==> config.mk <==
export PLATFORM = sky130hd
export DESIGN_NAME = small_matrix_inverse_top
export DESIGN_NICKNAME = d
export VERILOG_FILES = /design/src/rtl/smi_pkg.sv /design/src/rtl/small_matrix_inverse_top.sv /design/src/rtl/smi_div.sv /design/src/rtl/smi_dp.sv /design/src/rtl/smi_ctrl.sv
export SDC_FILE = /design/constraint.sdc
export NUM_CORES = 2
export LEC_CHECK = 0
export ABC_AREA = 1
export BUFFER_PORTS_ARGS = -buffer_cell sky130_fd_sc_hd__buf_2
export CORE_ASPECT_RATIO = 1.25
export CORE_MARGIN = 8
export CORE_UTILIZATION = 45
export DETAILED_ROUTE_END_ITERATION = 7
export GPL_TIMING_DRIVEN = 1
export SLEW_MARGIN = 10
export SYNTH_ARGS = -nofsm -noshare
export SYNTH_HDL_FRONTEND = slang
export SYNTH_SLANG_ARGS = --single-unit
==> constraint.sdc <==
create_clock -name clk -period 13.7 [get_ports clk]
set_input_delay 2.74 -clock clk [delete_from_list [all_inputs] [get_ports clk]]
set_output_delay 2.74 -clock clk [all_outputs]
set_load 0.01 [all_outputs]
==> src/rtl/smi_pkg.sv <==
// Shared constants, command/status structs and permutation tables for the
// small matrix inverse block. No dependencies.
`timescale 1ns / 1ps

package smi_pkg;

    localparam int ELEMENT_BITS = 8;
    localparam int MAX_SIZE     = 4;
    localparam int CELLS        = MAX_SIZE * MAX_SIZE;
    localparam int ADDR_W       = $clog2(CELLS);
    localparam int IDX_W        = $clog2(MAX_SIZE);
    localparam int SIZE_W       = 3;
    localparam int CNT_W        = 5;
    localparam int ADJ_W        = 25;
    localparam int DET_W        = 34;
    localparam int QUO_W        = 41;
    localparam int FRAC_BITS    = 16;
    localparam int DIV_CNT_W    = $clog2(QUO_W + 1);

    typedef struct packed {
        logic              wr_en;
        logic [ADDR_W-1:0] wr_addr;
        logic [ADDR_W-1:0] rd_addr;
        logic              prod_init;
        logic              prod_mul;
        logic              term_add;
        logic              term_neg;
        logic              cof_clr;
        logic              det_clr;
        logic              det_mac;
        logic              div_start;
        logic              capture;
        logic              cap_zero;
    } smi_cmd_t;

    typedef struct packed {
        logic det_zero;
        logic div_done;
    } smi_stat_t;

    // Number of permutation terms in the determinant of an m x m minor.
    function automatic logic [2:0] term_count(input logic [1:0] m);
        logic [2:0] res;
        case (m)
            2'd1:    res = 3'd1;
            2'd2:    res = 3'd2;
            2'd3:    res = 3'd6;
            default: res = 3'd1;
        endcase
        return res;
    endfunction

    // Minor column picked at minor row p by permutation term t.
    function automatic logic [1:0] perm_col(input logic [1:0] m, input logic [2:0] t,
                                            input logic [1:0] p);
        logic [1:0] res;
        res = 2'd0;
        case (m)
            2'd2:    res = (t == 3'd0) ? p : 2'(2'd1 - p);
            2'd3:
            begin
                case (t)
                    3'd0:    res = p;
                    3'd1:    res = (p == 2'd0) ? 2'd0 : ((p == 2'd1) ? 2'd2 : 2'd1);
                    3'd2:    res = (p == 2'd0) ? 2'd1 : ((p == 2'd1) ? 2'd0 : 2'd2);
                    3'd3:    res = (p == 2'd0) ? 2'd1 : ((p == 2'd1) ? 2'd2 : 2'd0);
                    3'd4:    res = (p == 2'd0) ? 2'd2 : ((p == 2'd1) ? 2'd0 : 2'd1);
                    3'd5:    res = (p == 2'd0) ? 2'd2 : ((p == 2'd1) ? 2'd1 : 2'd0);
                    default: res = 2'd0;
                endcase
            end
            default: res = 2'd0;
        endcase
        return res;
    endfunction

    // Odd permutations carry a minus sign.
    function automatic logic perm_neg(input logic [1:0] m, input logic [2:0] t);
        logic res;
        case (m)
            2'd2:    res = (t == 3'd1);
            2'd3:    res = (t == 3'd1) || (t == 3'd2) || (t == 3'd5);
            default: res = 1'b0;
        endcase
        return res;
    endfunction

endpackage

==> src/rtl/small_matrix_inverse_top.sv <==
// Small matrix inverse by the adjugate method: top level.
// The determinant needs n cofactors along the first row, and each inverse word
// needs one more cofactor and a division by the determinant.
// Throughput is one matrix at a time; busy stays high from the final entry to the
// last result. The receiver cannot stall: each result word shows for one cycle.
// Reset (rst_n, asynchronous, active low) sets the size to 4 and empties the load.
// Depends on smi_pkg, smi_ctrl, smi_dp and smi_div.
`timescale 1ns / 1ps

module small_matrix_inverse_top (
    input  logic                                    clk,
    input  logic                                    rst_n,
    // Entry words, row-major, taken when start is high and busy is low.
    input  logic                                    start,
    output logic                                    busy,
    input  logic signed [smi_pkg::ELEMENT_BITS-1:0] matrix_entry,
    // Size register write channel; writes are taken only while idle and
    // discard any partially loaded matrix.
    input  logic                                    cfg_valid,
    output logic                                    cfg_ready,
    input  logic [smi_pkg::SIZE_W-1:0]              cfg_data,
    // Result words, each valid for the single cycle that result_valid is high.
    output logic                                    result_valid,
    output logic [smi_pkg::IDX_W-1:0]               row_index,
    output logic [smi_pkg::IDX_W-1:0]               col_index,
    output logic signed [smi_pkg::ADJ_W-1:0]        adjugate_entry,
    output logic signed [smi_pkg::QUO_W-1:0]        inverse_q16,
    output logic signed [smi_pkg::DET_W-1:0]        determinant,
    output logic                                    singular,
    output logic                                    last_result
);

    // The controller sequences all work; the datapath only follows commands.
    smi_pkg::smi_cmd_t  cmd;
    smi_pkg::smi_stat_t stat;

    smi_ctrl u_ctrl (
        .clk          (clk),
        .rst_n        (rst_n),
        .start        (start),
        .busy         (busy),
        .cfg_valid    (cfg_valid),
        .cfg_ready    (cfg_ready),
        .cfg_data     (cfg_data),
        .stat         (stat),
        .cmd          (cmd),
        .result_valid (result_valid),
        .row_index    (row_index),
        .col_index    (col_index),
        .singular     (singular),
        .last_result  (last_result)
    );

    // The datapath holds the entries, accumulates cofactor products, builds the
    // determinant along the first row, and divides each adjugate entry by it.
    smi_dp u_dp (
        .clk            (clk),
        .rst_n          (rst_n),
        .cmd            (cmd),
        .matrix_entry   (matrix_entry),
        .stat           (stat),
        .adjugate_entry (adjugate_entry),
        .inverse_q16    (inverse_q16),
        .determinant    (determinant)
    );

endmodule

==> src/rtl/smi_div.sv <==
// Restoring signed divider, one quotient bit per cycle.
// Depends on smi_pkg for the operand widths.
`timescale 1ns / 1ps

module smi_div (
    input  logic                              clk,
    input  logic                              rst_n,
    input  logic                              start,
    input  logic signed [smi_pkg::QUO_W-1:0]  num,
    input  logic signed [smi_pkg::DET_W-1:0]  den,
    output logic                              done,
    output logic signed [smi_pkg::QUO_W-1:0]  quo
);

    logic                          busy_reg;
    logic                          done_reg;
    logic [smi_pkg::DIV_CNT_W-1:0] cnt_reg;
    logic [smi_pkg::QUO_W-1:0]     quo_reg;
    logic [smi_pkg::DET_W-1:0]     rem_reg;
    logic [smi_pkg::DET_W-1:0]     den_reg;
    logic                          neg_reg;

    logic [smi_pkg::DET_W:0]       trial;
    logic                          fits;

    assign trial = {rem_reg, quo_reg[smi_pkg::QUO_W-1]};
    assign fits  = trial >= {1'b0, den_reg};

    always_ff @(posedge clk or negedge rst_n)
    begin
        if (!rst_n)
        begin
            busy_reg <= 1'b0;
            done_reg <= 1'b0;
            cnt_reg  <= '0;
        end
        else
        begin
            done_reg <= 1'b0;
            if (start)
            begin
                busy_reg <= 1'b1;
                cnt_reg  <= smi_pkg::DIV_CNT_W'(smi_pkg::QUO_W);
            end
            else if (busy_reg)
            begin
                cnt_reg <= cnt_reg - 1'b1;
                if (cnt_reg == smi_pkg::DIV_CNT_W'(1))
                begin
                    busy_reg <= 1'b0;
                    done_reg <= 1'b1;
                end
            end
        end
    end

    always_ff @(posedge clk)
    begin
        if (start)
        begin
            quo_reg <= num[smi_pkg::QUO_W-1] ? smi_pkg::QUO_W'(-num) : num;
            den_reg <= den[smi_pkg::DET_W-1] ? smi_pkg::DET_W'(-den) : den;
            rem_reg <= '0;
            neg_reg <= num[smi_pkg::QUO_W-1] ^ den[smi_pkg::DET_W-1];
        end
        else if (busy_reg)
        begin
            rem_reg <= fits ? smi_pkg::DET_W'(trial - {1'b0, den_reg})
                            : trial[smi_pkg::DET_W-1:0];
            quo_reg <= {quo_reg[smi_pkg::QUO_W-2:0], fits};
        end
    end

    assign done = done_reg;
    assign quo  = neg_reg ? smi_pkg::QUO_W'(-quo_reg) : quo_reg;

endmodule

==> src/rtl/smi_dp.sv <==
// Datapath: entry memory, product and cofactor accumulators, determinant
// and result registers. Depends on smi_pkg and smi_div.
`timescale 1ns / 1ps

module smi_dp (
    input  logic                                   clk,
    input  logic                                   rst_n,
    input  smi_pkg::smi_cmd_t                      cmd,
    input  logic signed [smi_pkg::ELEMENT_BITS-1:0] matrix_entry,
    output smi_pkg::smi_stat_t                     stat,
    output logic signed [smi_pkg::ADJ_W-1:0]       adjugate_entry,
    output logic signed [smi_pkg::QUO_W-1:0]       inverse_q16,
    output logic signed [smi_pkg::DET_W-1:0]       determinant
);

    logic signed [smi_pkg::ELEMENT_BITS-1:0] entry_mem_reg [smi_pkg::CELLS];
    logic signed [smi_pkg::ELEMENT_BITS-1:0] rdata_reg;
    logic signed [smi_pkg::ADJ_W-1:0]        prod_reg;
    logic signed [smi_pkg::ADJ_W-1:0]        cof_reg;
    logic signed [smi_pkg::DET_W-1:0]        det_reg;
    logic signed [smi_pkg::ADJ_W-1:0]        adj_out_reg;
    logic signed [smi_pkg::QUO_W-1:0]        quo_out_reg;
    logic signed [smi_pkg::DET_W-1:0]        det_out_reg;

    logic signed [smi_pkg::ADJ_W+smi_pkg::ELEMENT_BITS-1:0] prod_full;
    logic signed [smi_pkg::ADJ_W+smi_pkg::ELEMENT_BITS-1:0] mac_full;
    logic signed [smi_pkg::QUO_W-1:0]        num_ext;
    logic signed [smi_pkg::QUO_W-1:0]        div_quo;
    logic                                    div_done;

    assign prod_full = prod_reg * rdata_reg;
    assign mac_full  = cof_reg * rdata_reg;
    assign num_ext   = smi_pkg::QUO_W'(cof_reg);

    always_ff @(posedge clk)
    begin
        if (cmd.wr_en)
        begin
            entry_mem_reg[cmd.wr_addr] <= matrix_entry;
        end
        rdata_reg <= entry_mem_reg[cmd.rd_addr];
    end

    always_ff @(posedge clk)
    begin
        if (cmd.prod_init)
        begin
            prod_reg <= smi_pkg::ADJ_W'(1);
        end
        else if (cmd.prod_mul)
        begin
            prod_reg <= smi_pkg::ADJ_W'(prod_full);
        end

        if (cmd.cof_clr)
        begin
            cof_reg <= '0;
        end
        else if (cmd.term_add)
        begin
            cof_reg <= cmd.term_neg ? cof_reg - prod_reg : cof_reg + prod_reg;
        end

        if (cmd.det_clr)
        begin
            det_reg <= '0;
        end
        else if (cmd.det_mac)
        begin
            det_reg <= det_reg + smi_pkg::DET_W'(mac_full);
        end

        if (cmd.capture)
        begin
            adj_out_reg <= cmd.cap_zero ? '0 : cof_reg;
            quo_out_reg <= cmd.cap_zero ? '0 : div_quo;
            det_out_reg <= cmd.cap_zero ? '0 : det_reg;
        end
    end

    smi_div u_div (
        .clk   (clk),
        .rst_n (rst_n),
        .start (cmd.div_start),
        .num   (num_ext <<< smi_pkg::FRAC_BITS),
        .den   (det_reg),
        .done  (div_done),
        .quo   (div_quo)
    );

    assign stat.det_zero  = (det_reg == '0);
    assign stat.div_done  = div_done;
    assign adjugate_entry = adj_out_reg;
    assign inverse_q16    = quo_out_reg;
    assign determinant    = det_out_reg;

endmodule

==> src/rtl/smi_ctrl.sv <==
// Controller: loading, size register, cofactor sequencing and result strobes.
// Depends on smi_pkg; drives the datapath only through smi_cmd_t.
`timescale 1ns / 1ps

module smi_ctrl (
    input  logic                         clk,
    input  logic                         rst_n,
    input  logic                         start,
    output logic                         busy,
    input  logic                         cfg_valid,
    output logic                         cfg_ready,
    input  logic [smi_pkg::SIZE_W-1:0]   cfg_data,
    input  smi_pkg::smi_stat_t           stat,
    output smi_pkg::smi_cmd_t            cmd,
    output logic                         result_valid,
    output logic [smi_pkg::IDX_W-1:0]    row_index,
    output logic [smi_pkg::IDX_W-1:0]    col_index,
    output logic                         singular,
    output logic                         last_result
);

    typedef enum logic [3:0] {
        ST_IDLE, ST_COF_INIT, ST_TERM_INIT, ST_RD, ST_MUL, ST_TERM_ADD,
        ST_COF_DONE, ST_DET_MAC, ST_CHECK, ST_DIV_WAIT
    } state_t;

    state_t                      state_reg, state_next;
    logic [smi_pkg::SIZE_W-1:0]  size_reg, size_next;
    logic [smi_pkg::CNT_W-1:0]   load_cnt_reg, load_cnt_next;
    logic                        phase_det_reg, phase_det_next;
    logic [2:0]                  t_reg, t_next;
    logic [1:0]                  p_reg, p_next;
    logic [smi_pkg::IDX_W-1:0]   k_reg, k_next;
    logic [smi_pkg::IDX_W-1:0]   row_reg, row_next;
    logic [smi_pkg::IDX_W-1:0]   col_reg, col_next;
    logic                        strobe_reg, strobe_next;
    logic [smi_pkg::IDX_W-1:0]   out_row_reg, out_row_next;
    logic [smi_pkg::IDX_W-1:0]   out_col_reg, out_col_next;
    logic                        sing_reg, sing_next;
    logic                        last_reg, last_next;

    logic [smi_pkg::SIZE_W-1:0]  n_eff;
    logic [smi_pkg::CNT_W-1:0]   total;
    logic [1:0]                  m;
    logic [smi_pkg::IDX_W-1:0]   n_last;
    logic [smi_pkg::IDX_W-1:0]   skip_r, skip_c;
    logic [1:0]                  mcol;
    logic [smi_pkg::IDX_W-1:0]   act_r, act_c;
    logic                        accept, cfg_wr, last_entry, last_cell;

    always_comb
    begin
        if (size_reg < smi_pkg::SIZE_W'(2))
            n_eff = smi_pkg::SIZE_W'(2);
        else if (size_reg > smi_pkg::SIZE_W'(smi_pkg::MAX_SIZE))
            n_eff = smi_pkg::SIZE_W'(smi_pkg::MAX_SIZE);
        else
            n_eff = size_reg;
    end

    assign total      = smi_pkg::CNT_W'(n_eff) * smi_pkg::CNT_W'(n_eff);
    assign m          = 2'(n_eff - 1'b1);
    assign n_last     = smi_pkg::IDX_W'(n_eff - 1'b1);
    assign busy       = (state_reg != ST_IDLE);
    assign cfg_ready  = !busy;
    assign accept     = start && !busy;
    assign cfg_wr     = cfg_valid && cfg_ready;
    assign last_entry = (load_cnt_reg == total - 1'b1);
    assign last_cell  = (row_reg == n_last) && (col_reg == n_last);

    // Cofactor (i, j) of the adjugate at (r, c) deletes row c and column r.
    assign skip_r = phase_det_reg ? '0 : col_reg;
    assign skip_c = phase_det_reg ? k_reg : row_reg;
    assign mcol   = smi_pkg::perm_col(m, t_reg, p_reg);
    assign act_r  = smi_pkg::IDX_W'(p_reg) + smi_pkg::IDX_W'(p_reg >= skip_r);
    assign act_c  = smi_pkg::IDX_W'(mcol) + smi_pkg::IDX_W'(mcol >= skip_c);

    always_comb
    begin
        state_next     = state_reg;
        size_next      = size_reg;
        load_cnt_next  = load_cnt_reg;
        phase_det_next = phase_det_reg;
        t_next         = t_reg;
        p_next         = p_reg;
        k_next         = k_reg;
        row_next       = row_reg;
        col_next       = col_reg;
        strobe_next    = 1'b0;
        out_row_next   = out_row_reg;
        out_col_next   = out_col_reg;
        sing_next      = sing_reg;
        last_next      = last_reg;
        cmd            = '0;
        cmd.wr_addr    = load_cnt_reg[smi_pkg::ADDR_W-1:0];
        cmd.rd_addr    = smi_pkg::ADDR_W'(smi_pkg::ADDR_W'(act_r) * smi_pkg::ADDR_W'(n_eff)
                                          + smi_pkg::ADDR_W'(act_c));
        cmd.term_neg   = smi_pkg::perm_neg(m, t_reg) ^ skip_r[0] ^ skip_c[0];

        case (state_reg)
            ST_IDLE:
            begin
                if (accept)
                begin
                    cmd.wr_en = 1'b1;
                    if (last_entry)
                    begin
                        load_cnt_next  = '0;
                        phase_det_next = 1'b1;
                        k_next         = '0;
                        cmd.det_clr    = 1'b1;
                        state_next     = ST_COF_INIT;
                    end
                    else
                    begin
                        load_cnt_next = load_cnt_reg + 1'b1;
                    end
                end
                if (cfg_wr)
                begin
                    size_next     = cfg_data;
                    load_cnt_next = '0;
                end
            end
            ST_COF_INIT:
            begin
                cmd.cof_clr = 1'b1;
                t_next      = '0;
                state_next  = ST_TERM_INIT;
            end
            ST_TERM_INIT:
            begin
                cmd.prod_init = 1'b1;
                p_next        = '0;
                state_next    = ST_RD;
            end
            ST_RD:
            begin
                state_next = ST_MUL;
            end
            ST_MUL:
            begin
                cmd.prod_mul = 1'b1;
                if (p_reg == m - 1'b1)
                begin
                    state_next = ST_TERM_ADD;
                end
                else
                begin
                    p_next     = p_reg + 1'b1;
                    state_next = ST_RD;
                end
            end
            ST_TERM_ADD:
            begin
                cmd.term_add = 1'b1;
                if (t_reg == smi_pkg::term_count(m) - 1'b1)
                begin
                    state_next = ST_COF_DONE;
                end
                else
                begin
                    t_next     = t_reg + 1'b1;
                    state_next = ST_TERM_INIT;
                end
            end
            ST_COF_DONE:
            begin
                if (phase_det_reg)
                begin
                    cmd.rd_addr = smi_pkg::ADDR_W'(k_reg);
                    state_next  = ST_DET_MAC;
                end
                else
                begin
                    cmd.div_start = 1'b1;
                    state_next    = ST_DIV_WAIT;
                end
            end
            ST_DET_MAC:
            begin
                cmd.det_mac = 1'b1;
                if (k_reg == n_last)
                begin
                    state_next = ST_CHECK;
                end
                else
                begin
                    k_next     = k_reg + 1'b1;
                    state_next = ST_COF_INIT;
                end
            end
            ST_CHECK:
            begin
                if (stat.det_zero)
                begin
                    cmd.capture  = 1'b1;
                    cmd.cap_zero = 1'b1;
                    strobe_next  = 1'b1;
                    out_row_next = '0;
                    out_col_next = '0;
                    sing_next    = 1'b1;
                    last_next    = 1'b1;
                    state_next   = ST_IDLE;
                end
                else
                begin
                    phase_det_next = 1'b0;
                    row_next       = '0;
                    col_next       = '0;
                    state_next     = ST_COF_INIT;
                end
            end
            ST_DIV_WAIT:
            begin
                if (stat.div_done)
                begin
                    cmd.capture  = 1'b1;
                    strobe_next  = 1'b1;
                    out_row_next = row_reg;
                    out_col_next = col_reg;
                    sing_next    = 1'b0;
                    last_next    = last_cell;
                    if (last_cell)
                    begin
                        state_next = ST_IDLE;
                    end
                    else
                    begin
                        if (col_reg == n_last)
                        begin
                            col_next = '0;
                            row_next = row_reg + 1'b1;
                        end
                        else
                        begin
                            col_next = col_reg + 1'b1;
                        end
                        state_next = ST_COF_INIT;
                    end
                end
            end
            default:
            begin
                state_next = ST_IDLE;
            end
        endcase
    end

    always_ff @(posedge clk or negedge rst_n)
    begin
        if (!rst_n)
        begin
            state_reg     <= ST_IDLE;
            size_reg      <= smi_pkg::SIZE_W'(smi_pkg::MAX_SIZE);
            load_cnt_reg  <= '0;
            phase_det_reg <= 1'b0;
            t_reg         <= '0;
            p_reg         <= '0;
            k_reg         <= '0;
            row_reg       <= '0;
            col_reg       <= '0;
            strobe_reg    <= 1'b0;
            out_row_reg   <= '0;
            out_col_reg   <= '0;
            sing_reg      <= 1'b0;
            last_reg      <= 1'b0;
        end
        else
        begin
            state_reg     <= state_next;
            size_reg      <= size_next;
            load_cnt_reg  <= load_cnt_next;
            phase_det_reg <= phase_det_next;
            t_reg         <= t_next;
            p_reg         <= p_next;
            k_reg         <= k_next;
            row_reg       <= row_next;
            col_reg       <= col_next;
            strobe_reg    <= strobe_next;
            out_row_reg   <= out_row_next;
            out_col_reg   <= out_col_next;
            sing_reg      <= sing_next;
            last_reg      <= last_next;
        end
    end

    assign result_valid = strobe_reg;
    assign row_index    = out_row_reg;
    assign col_index    = out_col_reg;
    assign singular     = sing_reg;
    assign last_result  = last_reg;

    a_sing_is_last: assert property (@(posedge clk) disable iff (!rst_n)
        strobe_reg && sing_reg |-> last_reg)
        else $error("singular result not marked last");

    a_no_back_to_back: assert property (@(posedge clk) disable iff (!rst_n)
        strobe_reg |=> !strobe_reg)
        else $error("results on consecutive cycles");

    a_last_entry_busy: assert property (@(posedge clk) disable iff (!rst_n)
        accept && last_entry && !cfg_wr |=> busy)
        else $error("final entry did not start a computation");

    a_div_done_wait: assert property (@(posedge clk) disable iff (!rst_n)
        stat.div_done |-> state_reg == ST_DIV_WAIT)
        else $error("divider finished outside its wait state");

endmodule
==> summary.txt <==
Worst setup path
  – Req. time, crit path: 14,210 ps
  – Worst r2r src: u_dp.rdata_reg[7]$_DFF_P_
  – Critical path's slowest cell: dfxtp_1
  – R2R cell count: 17
  – End of the worst register-to-register path: u_dp.det_reg[21]$_SDFFE_PP0P_
  – R2R Setup Slk: 7820 ps
  – Critical Path Start Type: flip-flop
  – Worst setup EP type: flip-flop
  – Critical path startpoint: u_dp.rdata_reg[7]$_DFF_P_
  – Critical path class: reg -> reg
  – Crit path cell chain: clkinv_1 > buf_4 > nor2_1 > fa_1 > fa_1 > fa_1 > fa_1 > ha_1 > ha_1 > a21oi_1 > a21boi_0 > nand3_1 > a21oi_1 > or2_2 > nand3_1 > nand2_1 > inv_1
  – Largest stage delay, worst path: 890 ps
  – Crit-path max FO: 39
  – Crit path DAT: 6390 ps
  – Most used cell, CP: fa_1

Placement
  – Port Buffers: 123
  – Dpl cell area: 0.0416 sq mm
  – Routability cong.: 0.925
  – DP HPWL: 87.0 mm

Timing
  – Slew margin rel.: 0.294
  – Setup violations, final: 0
  – Slew @ Worst Pin: 1060 ps
  – Clock Skew: 35.2 ps
  – Tmin final: 5880 ps
  – RSZ-0062 raised after global routing: no
  – Peak Freq: 170 MHz
  – Slew Limit Fails: 0
  – Setup TNS: 0 ps
  – Final hold viol count: 0
  – Final Cycle Share: 0.429

Power and ir drop
  – Static Leak: 22.0 nW
  – Max VDD drop: 0.0960 mV
  – Pwr Density: 68.8 mW/mm^2

Global route
  – Largest net degree at the start of global routing: 66
  – Number of global-route vias before repair: 33,600
  – Total track usage: 0.228
  – Antenna violations before repair: 0
  – Remaining Overflow, GRT: 0
  – First-pass GRT wire length: 183 mm

Drt
  – Via count: 32,800
  – DR WL/cell: 17.7 um
  – DRT iter0 DRCs: 2,234
  – Via density: 5.11
  – DRC viols: 0
  – Detailed Route WL: 113 mm
  – Post-route ant nets: 0
  – Router iterations before antenna repair: 6

Die
  – Die Ht: 350 um
  – Width of the chip: 283 um
  – I/O Pins: 124
  – Core area: 0.0884 sq mm
  – Die area: 0.0989 sq mm
  – Initial Util: 0.454
  – Rows: 122

Hold path
  – Hold Path Origin: u_dp.det_reg[3]$_SDFFE_PP0P_
  – Hold depth: 0
  – Hold EP: u_dp.determinant[3]$_SDFFCE_PP0P_
  – Hold Crit Class: reg -> reg

Yosys
  – Cell taking the most area after synthesis: edfxtp_1
  – Post-synth cell types: 59
  – Synth Warn #: 0
  – Seq/Total Area, Yosys: 0.315
  – Synth Area per Inst: 7.72 sq um
  – Post-synth EDFFs: 304
  – Post-synthesis cell count: 5,194
  – Mapped cell area: 0.0401 sq mm
  – Yosys top cell area share: 0.228
  – Seq cells post-synth: 469
  – Syn_nets: 5,737
  – Count leader, synth: nand2_1
  – Post-synth top cells: nand2_1 (1,257), inv_1 (1,010), nor2_1 (531)
  – Synth area leaders: edfxtp_1 (23%), fa_1 (16%), nand2_1 (12%)
  – Synth async-reset ratio: 0.0832
  – Post-synth top flop: edfxtp_1

Outcome
  – Status: complete, no violations

Finish
  – Layout overhead on the synthesized area: 8.24%
  – Final-stage net count: 5,738
  – ANT cells: 0
  – Max FFs per register: 128
  – FF/Latch Area: 0.0126 sq mm
  – Fin area: 0.0434 sq mm
  – Fillers: 8,729
  – Post-layout util: 0.491
  – Area occupied by multi-input gates: 0.0228 sq mm
  – Share of layout cells above drive strength 1: 0.0586

Clock network
  – Worst-Skew Late Latency: 630 ps
  – Hold buffers post-CTS: 0
  – Post-cts resize count: 0
  – # H-tree levels: 2
  – Worst-path clk slew: 70 ps
  – CTS tree: done
  – Buffer depth of the longest clock path: 3
  – CTS root buffer: clkbuf_16
  – Number of buffers created by CTS: 52
  – Post-CTS setup buffer count: 0
  – CTS Sinks: 469

Run
  – Max-Cap Viols: 0
-- routing by layer --
layer,vias up,wire length (um),GRT usage
li1,16100,-,-
met1,15700,46900,0.280
met2,728,57600,0.416
met3,219,4730,0.0241
met4,0,4120,0.0792
met5,-,0,0
-- cells in the final DEF (no fill, tap or decap), drive strengths merged, types with 47 or more instances in the layout --
cell type / netlist / routed
nand2: 1260 / 1260
nor2: 537 / 537
dfxtp: 126 / 126
inv: 1023 / 1023
ha: 213 / 213
a21oi: 192 / 192
fa: 315 / 315
o211ai: 47 / 47
xor2: 120 / 120
xnor2: 47 / 47
nand3: 270 / 270
nand4: 58 / 58
buf: 61 / 156
clkbuf: 148 / 63
edfxtp: 304 / 304
o21ai: 241 / 241
nor3: 50 / 50
-- metrics by stage --
step | setup slack [ps] | power [mW] | cells | hold slack, ps
floorplan | 8570 | 1.53 | 5194 | 445
global placement | 7820 | 1.54 | 6319 | 438
detailed placement | 7820 | 1.54 | 6319 | 439
CTS | 7780 | 3.02 | 6416 | 456
global route | 7440 | 3.07 | 6416 | 467
finish | 7820 | 2.98 | 6416 | 460
-- cell type report --
| class | instances | area share |
|---|---|---|
| multi-input cells | 3491 | 0.525 |
| flip-flops and latches | 469 | 0.291 |
| inverters | 1025 | 0.0887 |
| well taps | 1178 | 0.0340 |
| clock buffers | 63 | 0.0319 |
| repair buffers | 156 | 0.0199 |
| clock inverters | 34 | 0.00957 |
-- worst max-delay path by stage --
| stage | slack [ps] | endpoint | depth (start not counted) |
|---|---|---|---|
| floorplan | 8570 | u_dp.det_reg[33]$_SDFFE_PP0P_ | 22 |
| global placement | 7820 | u_dp.det_reg[29]$_SDFFE_PP0P_ | 18 |
| detailed placement | 7820 | u_dp.det_reg[29]$_SDFFE_PP0P_ | 18 |
| CTS | 7780 | u_dp.det_reg[29]$_SDFFE_PP0P_ | 18 |
| global route | 7440 | u_dp.det_reg[21]$_SDFFE_PP0P_ | 17 |
| finish | 7820 | u_dp.det_reg[21]$_SDFFE_PP0P_ | 17 |
-- critical path, delay by kind of cell (launching register included) --
kind	cells	cell delay [ps]
fa+ha+maj	6	2690
simple gates	5	720
flops	1	890
compound gates	3	930
buf+inv	3	490
-- where the power goes --
group	leakage (nW)	internal, mW	switching (mW)	total (mW)
clock	0.863	0.858	0.616	1.47
combinational	17.0	0.00277	0.0113	0.0141
sequential	4.19	1.50	0.000774	1.50
total	22.0	2.36	0.628	2.98
-- cell families (layout without fill, tap and decap cells) --
logic type                 after synthesis  in the layout  synth area share
AOI/OAI and AO/OA                      548            548            0.0758
muxes                                    2              2          0.000562
xor gates and xnor gates               167            167            0.0365
buffers and inverters                 1234           1278             0.118
other                                    1              1         0.0000936
and+or+nand+nor                       2245           2245             0.231
DFF                                    469            469             0.315
adders and majority gates              528            528             0.224
No activity file was read; power rests on OpenSTA's default activity.
